## config.mk

```make
export PLATFORM = sky130hd
export DESIGN_NAME = spwn_merge
export DESIGN_NICKNAME = d
export VERILOG_FILES = /design/src/rtl/spwn_pkg.sv /design/src/rtl/spwn_merge.sv
export SDC_FILE = /design/constraint.sdc
export NUM_CORES = 1
export LEC_CHECK = 0
export BUFFER_PORTS_ARGS = -buffer_cell sky130_fd_sc_hd__buf_2
export CORE_MARGIN = 3
export CORE_UTILIZATION = 50
export CTS_CLUSTER_SIZE = 25
export DETAILED_ROUTE_END_ITERATION = 12
export HOLD_SLACK_MARGIN = 0.05
export PLACE_DENSITY = 0.9
export SYNTH_ARGS = -nofsm -noshare
export SYNTH_HDL_FRONTEND = slang
export SYNTH_SLANG_ARGS = --single-unit
export TNS_END_PERCENT = 30
```

## constraint.sdc

```tcl
create_clock -name clk -period 1.65 [get_ports clk]
set_input_delay 0.165 -clock clk [delete_from_list [all_inputs] [get_ports clk]]
set_output_delay 0.165 -clock clk [all_outputs]
set_load 0.02 [all_outputs]
```

## src/rtl/spwn_pkg.sv

```systemverilog
`default_nettype none

package spwn_pkg;

	// Field widths of the sample and result formats.
	localparam int SAMPLE_W   = 16;
	localparam int PEAK_W     = 15;
	localparam int NORM_W     = 20;
	localparam int FRAC_SHIFT = 12;
	localparam int DIVIDEND_W = SAMPLE_W + FRAC_SHIFT;

	// Window depth default and the serial divider's step count.
	localparam int WINDOW_DEF = 256;
	localparam int DIV_STEPS  = DIVIDEND_W;
	localparam int DCNT_W     = $clog2(DIV_STEPS);

	// Register reset value and saturation limits.
	localparam logic [PEAK_W-1:0]          FLOOR_RESET = 15'd3277;
	localparam logic signed [SAMPLE_W-1:0] SAMPLE_MIN  = 16'sh8000;
	localparam logic [DIVIDEND_W-1:0]      POS_LIM     = 28'd524287;
	localparam logic [DIVIDEND_W-1:0]      NEG_LIM     = 28'd524288;
	localparam logic signed [NORM_W-1:0]   NORM_MAX    = 20'sh7FFFF;
	localparam logic signed [NORM_W-1:0]   NORM_MIN    = 20'sh80000;

	typedef struct packed {
		logic signed [SAMPLE_W-1:0] left_sample;
		logic signed [SAMPLE_W-1:0] right_sample;
	} in_item_t;

	typedef struct packed {
		logic signed [NORM_W-1:0] left_norm;
		logic signed [NORM_W-1:0] right_norm;
		logic signed [NORM_W-1:0] mono_norm;
		logic [PEAK_W-1:0]        left_peak;
		logic [PEAK_W-1:0]        right_peak;
	} out_item_t;

	// Sequencer controls shared by both lanes.
	typedef struct packed {
		logic load;
		logic scan_rd;
		logic acc;
		logic acc_ok;
		logic div_start;
		logic div_step;
	} lane_ctrl_t;

	typedef struct packed {
		logic signed [NORM_W-1:0] norm;
		logic [PEAK_W-1:0]        peak;
	} lane_res_t;

	typedef enum logic [2:0] {
		ST_IDLE,
		ST_SCAN,
		ST_DRAIN,
		ST_DIVLD,
		ST_DIV,
		ST_DONE
	} state_t;

endpackage

`default_nettype wire

```

## src/rtl/spwn_merge.sv

```systemverilog
`default_nettype none

module spwn_merge import spwn_pkg::*; (
	input  wire logic      clk,
	input  wire logic      arst_n,
	input  wire logic      load,
	input  wire lane_res_t left_res,
	input  wire lane_res_t right_res,
	input  wire logic      out_stall,
	output logic           out_valid,
	output out_item_t      out_data,
	output logic           free
);

	logic                     valid_q;
	out_item_t                data_q;
	logic signed [NORM_W:0]   sum;

	// Mono is the floor of half the sum of both quotients.
	assign sum  = {left_res.norm[NORM_W-1], left_res.norm}
		+ {right_res.norm[NORM_W-1], right_res.norm};
	assign free = !valid_q || !out_stall;

	always_ff @(posedge clk or negedge arst_n) begin
		if (!arst_n) begin
			valid_q <= 1'b0;
		end else if (load) begin
			valid_q <= 1'b1;
		end else if (!out_stall) begin
			valid_q <= 1'b0;
		end
	end

	always_ff @(posedge clk) begin
		if (load) begin
			data_q.left_norm  <= left_res.norm;
			data_q.right_norm <= right_res.norm;
			data_q.mono_norm  <= sum[NORM_W:1];
			data_q.left_peak  <= left_res.peak;
			data_q.right_peak <= right_res.peak;
		end
	end

	assign out_valid = valid_q;
	assign out_data  = data_q;

endmodule

`default_nettype wire

```

Word level (Yosys, flattened, before mapping)
Cells that the tools add are included.
{ "classes": {"n_mux": 2, "mul": 0, "div": 0, "n_shift": 0, "n_reduce_logical": 3, "add_sub_neg": 1, "magnitude_cmp": 0, "bitwise_logic": 0, "eq_ne": 1} }
{ "ops": {"columns": ["operator", "n"], "rows": [
  ["$add A20 B20 Y21", 1],
  ["$logic_not A1 Y1", 2],
  ["$mux W1", 2],
  ["$ne A2 B2 Y1 const B", 1],
  ["$logic_or A1 B1 Y1", 1]
]} }
{ "word_totals": {"latch_bits": 0, "mem_bits_ro": 0, "ff_bits": 91, "input_bits": 74, "ram_bits": 0, "n_memories": 0, "out_inout_bits": 92, "elab_cells": 13} }

Logic depth before layout (Yosys ltp)
Gate-level depths: netlist (run 1).
{ "logic_depth": {"ltp_word": 2, "depth_mapped": 8, "depth_no_buf": 8} }

Worst setup path before layout (run 1)
Ideal clock, no wire load.
{ "synth_timing": {"path_type": "input -> register", "from": "input port left_res[15] (netlist bit)", "to": "register data_q, in the netlist out_data[45], data pin", "required_ps": 1390, "t_arrival_ps": 1725, "slack_ps": -336, "setup_time_ps": 260, "stages": 8, "cell_sequence": "and2_1 -> fa_1 -> a21o_1 -> a221oi_2 -> o21a_2 -> o21ai_1 -> a21oi_2 -> xnor2_1"} }
{ "synth_via": {"elab_chain_len": 1} }
{ "synth_lines": {"columns": ["element", "line", "rtl"], "rows": [
  ["start, declared", "spwn_merge.sv:7", "input wire lane_res_t left_res,"],
  ["$add A20 B20 Y21", "spwn_merge.sv:21", "+ {right_res.norm[NORM_W-1], right_res.norm};"],
  ["via sum[16]", "spwn_merge.sv:17", "logic signed [NORM_W:0] sum;"],
  ["end, declared", "spwn_merge.sv:16", "out_item_t data_q;"]
]} }
The timed path passes the listed nets, and every way through them passes these cells.
A chain may end at the register's enable or synchronous reset.

Final worst setup path (run 1)
Same ends and word-level chain as after synthesis.

==> impl_metrics.toml, run 1 <==
[outcome]
outcome = "complete, but fails checks"
violations = "negative setup slack"

[clock_tree]
cts_made_buffers = 9
cts_buffer_depth = 2
h-tree-depth = 3
path_clk_slew_ps = 90
clk_latency_ps = 340
root_buffer = "clkbuf_8"
cts_tree = "done"
cts_num_sinks = 91

[synth]
yosysSeqAreaShare_pct = 74.07
synth_edf_count = 90
synth_cell_types = 38
yosys.area.top_type = "edfxtp_1"
synth.avg_cell_area_um2 = 16.66
synth_cells = 221
yosys_warnings = 0
synth_top_area_share_pct = 73.39
ys.flop_type = "edfxtp_1"
syn-num-nets = 315
yosys.cell_count.top_type = "edfxtp_1"
synth_area_leaders = "edfxtp_1 73%, ha_1 6.5%, xnor2_1 2.4%"
netlist_area_um2 = 3682
synthArstFlopShare_pct = 1.099
ys_ff_latch = 91
synth_commonest_cells = "90 x edfxtp_1, 19 x ha_1, 16 x nand2_1, 15 x a21oi_1, 10 x xnor2_1"

[placement]
postPlaceCellArea_um2 = 5049
dp_hpwl_mm = 6.984
pre_cts_ws_ps = -465.3
port_buffers = 165
gp_congestion = 0.8822

[cells_and_area]
nFillCells = 335
stdcell_area_um2 = 5969
layout-drive-gt1-share_pct = 48.26
finalNetCount = 607
fin_util_pct = 85.50
syn_to_final_growth_pct = 62.11

[sta]
post-route-period-util_pct = 105.3
skew_ps = 0
slew_headroom_pct = 74.97
setup-violations-final = 4
drv_slew = 0
setup_slack_ps = -88.12
worst_pin_slew_ps = 371.5
hold_violations = 0
rsz0062_at_grt = "true"
fmax_mhz = 575.3
period_minus_slack_ps = 1738

[setup_path]
critPathSlowestCell = "fa_2"
crit_chain = "buf_6 > and2_4 > fa_2 > a21o_1 > a221oi_2 > o21a_2 > o21ai_2 > a21oi_2 > xnor2_1"
worst-path-max-fanout = 4
worstSetupEndpointType = "flip-flop"
cp_data_arrival_time_ps = 1840
worst_path_largest_cell_delay_ps = 330
worstSetupPathType = "in -> reg"
startpoint_type = "input pin"
worstPathRequired_ps = 1750

[die]
die-area_um2 = 8430
die_h_um = 91.82
rows = 30
initial_utilization_pct = 52.74
num_io_pins = 166
fp.dieW_um = 91.82
coreArea_um2 = 6982

[power]
power_frac_clock_pct = 27.9
seqPwrFrac_pct = 48.2
comb_power_share_pct = 23.9
powerDensity_nw_per_um2 = 996.8
p_sw_share_pct = 27.69
intPower_uw = 4303
p_sw_uw = 1647
vdd_drop_max_mv = 0.5088
cellLeakagePower_uw = 0.002602

[global_routing]
grt_max_degree = 37
antenna_found_initial = 1
grt_pass1_wl_mm = 16.60
grt_overflow_total = 0
grt_pass1_vias = 3230
track_usage_pct = 25.69

[route]
drc = 0
drt_pass1_iterations = 4
detail_route.vias_per_cell = 5.029
drt_iter0_markers = 155
wl_mm = 10.86
avgRoutedWirePerCell_um = 17.66
vias = 3093
ant_nets = 0

[hold_path]
hold_class = "in -> reg"

[run]
drv_cap = 0
==> layout make-up <==
| class | count | area (um2) | area share [%] |
|---|---|---|---|
| Multi-Input combinational cell | 128 | 992.2 | 16.62 |
| Timing Repair Buffer | 282 | 1906 | 31.92 |
| Clock buffer | 10 | 127.6 | 2.138 |
| Sequential cell | 91 | 2728 | 45.69 |
| Clock inverter | 6 | 90.09 | 1.509 |
| Inverter | 1 | 3.754 | 0.06288 |
| Tap cell | 96 | 120.1 | 2.012 |
| Antenna cell | 1 | 2.502 | 0.04192 |
==> metal layers <==
layer	global-route usage [%]	part of all wire, %	up-vias
met5	0	0	-
met4	11.39	3.0	0
met3	6.235	6.8	27
met2	46.74	53	147
met1	28.29	37	1471
li1	-	-	1448
==> path summary, 6_finish.rpt <==
path | startpoint | to | slack (ps) | depth (start not counted)
worst max-delay path | left_res[15] | out_data[45]$_DFFE_PP_ | -90 | 9
worst min-delay path | left_res[15] | out_data[70]$_DFFE_PP_ | 90 | 2
worst max register to register | out_valid$_DFFE_PN0P_ | out_valid$_DFFE_PN0P_ | 1010 | 2
worst min register to register | out_valid$_DFFE_PN0P_ | out_valid$_DFFE_PN0P_ | 530 | 2
max in group asynchronous | arst_n | out_valid$_DFFE_PN0P_ | 1450 | 2
min in group asynchronous | arst_n | out_valid$_DFFE_PN0P_ | 120 | 2
==> logic make-up (layout without fill, tap and decap cells) <==
family	after synthesis	after routing	synth area share (%)
fa+ha+maj	20	20	7.000
compound gates	47	47	8.902
buf+inv	2	299	0.2037
flops	91	91	74.07
other cells	0	1	0
simple gates	44	44	5.776
xor+xnor	17	17	4.043
==> stage by stage <==
step / total power (uW) / hold WS [ps] / TNS [ps] / cells
CTS: 5900 / 56.76 / -152.0 / 612
finish: 5951 / 89.18 / -172.0 / 615
global placement: 4109 / -60.56 / -3839 / 532
detailed placement: 4159 / -56.86 / -4483 / 532
global route: 6169 / 79.05 / -466.6 / 615
floorplan: 3546 / -130.6 / -1282 / 221
==> cell usage in the layout, fill, tap and decap left out, types with 3 or more instances in the layout <==
cell type / n
buf_2: 161
edfxtp_1: 90
dlygate4sd3_1: 62
buf_4: 54
nand2_1: 16
ha_1: 16
a21oi_1: 15
xnor2_1: 10
clkbuf_8: 9
nor2_1: 8
xor2_1: 7
o211ai_1: 4
nor3_1: 4
a21o_1: 3
o21a_1: 3
o21ai_1: 3
buf_6: 3
==> power by group through the flow <==
| stage | clock (uW) | combinational (uW) | sequential [uW] |
|---|---|---|---|
| final | 1660 | 1420 | 2870 |
| after global routing | 1770 | 1510 | 2890 |
| after CTS | 1660 | 1380 | 2860 |
| after detailed placement | 0 | 1250 | 2910 |
| after global placement | 0 | 1200 | 2910 |
| after floorplan | 0 | 331 | 3220 |
==> critical path: cells and delay by family <==
family	cells	cell delay, ps
AO/OA/AOI/OAI	5	1010
XOR/XNOR	1	100
adder cells (fa/ha/maj)	1	330
buffers and inverters	1	90
AND/OR/NAND/NOR	1	150
==> sequential cells by signal, summed over array words and instances (netlist names) <==
signal and cells:
out_data 90, out_valid 1
==> repair_timing <==
action	CTS	global route
setup endpoints to repair	5	10
endpoints found under the hold margin	62	0
gates resized for setup	2	10
pin swaps	6	8
buffers inserted	2	2
hold buffers	62	0
cloned	0	0
(Power assumes the default switching activity.)
==> run 2: changes to the inputs <==
--- a/config.mk
+++ b/config.mk
@@ -12,6 +12,7 @@
 export DETAILED_ROUTE_END_ITERATION = 12
 export HOLD_SLACK_MARGIN = 0.05
 export PLACE_DENSITY = 0.9
+export SKIP_CTS_REPAIR_TIMING = 1
 export SYNTH_ARGS = -nofsm -noshare
 export SYNTH_HDL_FRONTEND = slang
 export SYNTH_SLANG_ARGS = --single-unit
==> impl_metrics.toml, run 2 (same netlist as run 1, synthesis figures left out) <==
[outcome]
outcome = "complete, but fails checks"
violations = "negative setup slack"

[setup_path]
worst_path_largest_cell_delay_ps = 350
path_delay_family = "compound AO/OA/AOI/OAI gates"
worstSetupEndpointType = "flip-flop"
crit_buf_inv = 1
worstRegToRegCells = 2
worstSetupPathType = "in -> reg"
worstPathRequired_ps = 1740
critPathSlowestCell = "fa_2"
cp.depth = 9
crit_chain = "buf_6 > and2_4 > fa_2 > a21o_1 > a221oi_2 > o21a_2 > o31ai_1 > a21oi_1 > xnor2_1"
cp_data_arrival_time_ps = 1960
worst-path-max-fanout = 4
startpoint_type = "input pin"

[power]
cellLeakagePower_uw = 0.002592
p_sw_uw = 1706
seqPwrFrac_pct = 47.9
power_frac_clock_pct = 28.3
powerDensity_nw_per_um2 = 1013
comb_power_share_pct = 23.8
intPower_uw = 4294
p_sw_share_pct = 28.44
vdd_drop_max_mv = 0.5800

[sta]
post-route-period-util_pct = 113.2
period_minus_slack_ps = 1868
slew_headroom_pct = 66.89
drv_slew = 0
fmax_mhz = 535.3
setup_tns_ps = -767.1
hold_ws_ps = 72.42
worst_pin_slew_ps = 491.4
skew_ps = 0
hold_violations = 0
setup_slack_ps = -218.2
rsz0062_at_grt = "true"
setup-violations-final = 9

[global_routing]
grt_overflow_total = 0
grt_max_degree = 37
track_usage_pct = 21.18
grt_pass1_vias = 2700
antenna_found_initial = 1
grt_pass1_wl_mm = 13.77

[route]
wl_mm = 11.68
detail_route.vias_per_cell = 5.251
drt_pass1_iterations = 4
ant_nets = 0
avgRoutedWirePerCell_um = 19.06
drc = 0
drt_iter0_markers = 234
vias = 3219

[die]
die-area_um2 = 8430
fp.dieW_um = 91.82
die_h_um = 91.82
coreArea_um2 = 6982
initial_utilization_pct = 52.74
rows = 30
num_io_pins = 166

[placement]
port_buffers = 165
dp_hpwl_mm = 6.984
gp_congestion = 0.8822

[cells_and_area]
final_cell_mix = "162 x buf_2, 90 x edfxtp_1, 61 x dlygate4sd3_1"
nFillCells = 346
seqCellArea_um2 = 2728
final_common_cell = "buf_2"
layout-drive-gt1-share_pct = 47.48
largest_reg_flops = 90
syn_to_final_growth_pct = 60.82
multi_input_area_um2 = 968.4
finalNetCount = 605

[clock_tree]
cts_tree = "done"
cts_buffer_depth = 2
root_buffer = "clkbuf_8"
cts_num_sinks = 91
path_clk_slew_ps = 90
h-tree-depth = 3
cts_made_buffers = 9
clk_latency_ps = 360

[run]
drv_cap = 0

[hold_path]
hold_class = "in -> reg"
hold_path_depth = 1
==> run 2: cell count changes in the layout (fill, tap and decap cells not counted) <==
cell           change
buf_6              -1
buf_2              +1
ha_4               -2
buf_4              -1
o21ai_4            +1
ha_2               -1
dlygate4sd3_1      -1
o21ai_0            +2
ha_1               +3
o21ai_1            -1
o21ai_2            -2
==> run 2: final timing paths <==
| check | slack [ps] | endpoint | start |
|---|---|---|---|
| max | -220 | out_data[47]$_DFFE_PP_ | right_res[15] |
| min | 70 | out_data[51]$_DFFE_PP_ | right_res[16] |
| max reg2reg | 950 | out_valid$_DFFE_PN0P_ | out_valid$_DFFE_PN0P_ |
| min reg2reg | 590 | out_valid$_DFFE_PN0P_ | out_valid$_DFFE_PN0P_ |
| max in group asynchronous | 1410 | out_valid$_DFFE_PN0P_ | arst_n |
| min in group asynchronous | 150 | out_valid$_DFFE_PN0P_ | arst_n |
==> run 2: power by group through the flow <==
stage	sequential, uW	clock, uW	combinational [uW]
detailed placement	2910	0	1250
CTS	2860	1660	1250
global placement	2910	0	1200
global route	2890	1780	1510
finish	2870	1700	1430
floorplan	3220	0	331
==> run 2: area by class of cell <==
class | count | area share [%]
Multi-Input combinational cell | 128 | 16.35
Antenna cell | 1 | 0.04226
Tap cell | 96 | 2.028
Clock inverter | 6 | 1.521
Inverter | 1 | 0.06338
Timing Repair Buffer | 280 | 31.78
Sequential cell | 91 | 46.06
Clock buffer | 10 | 2.155
==> run 2: per-stage QoR <==
step	util [%]	cells	worst slack (ps)	power (uW)	area, um2
final	84.82	613	-218.2	6001	5922
after global routing	84.82	613	-231.3	6187	5922
after CTS	75.43	548	-107.5	5777	5266
after detailed placement	72.31	532	-465.3	4159	5049
after global placement	72.31	532	-396.0	4109	5049
after floorplan	-	221	-257.1	3546	3696
==> run 2: metal layers <==
layer  vias to the layer above  routed length, um  GRT usage (%)  share of wire, %
met1                      1600               4443          26.72                38
met4                         0                221          9.406               1.9
met3                        19                760          3.527               6.5
met2                       158               6258          36.03                54
met5                         -                  0              0                 0
li1                       1442                  -              -                 -
==> run 2: worst register-to-register path, cell delays in order, from the launching register on <==
cell	delay [ps]
dfrtp_1	400
nand2_1	120
nand2b_1	70
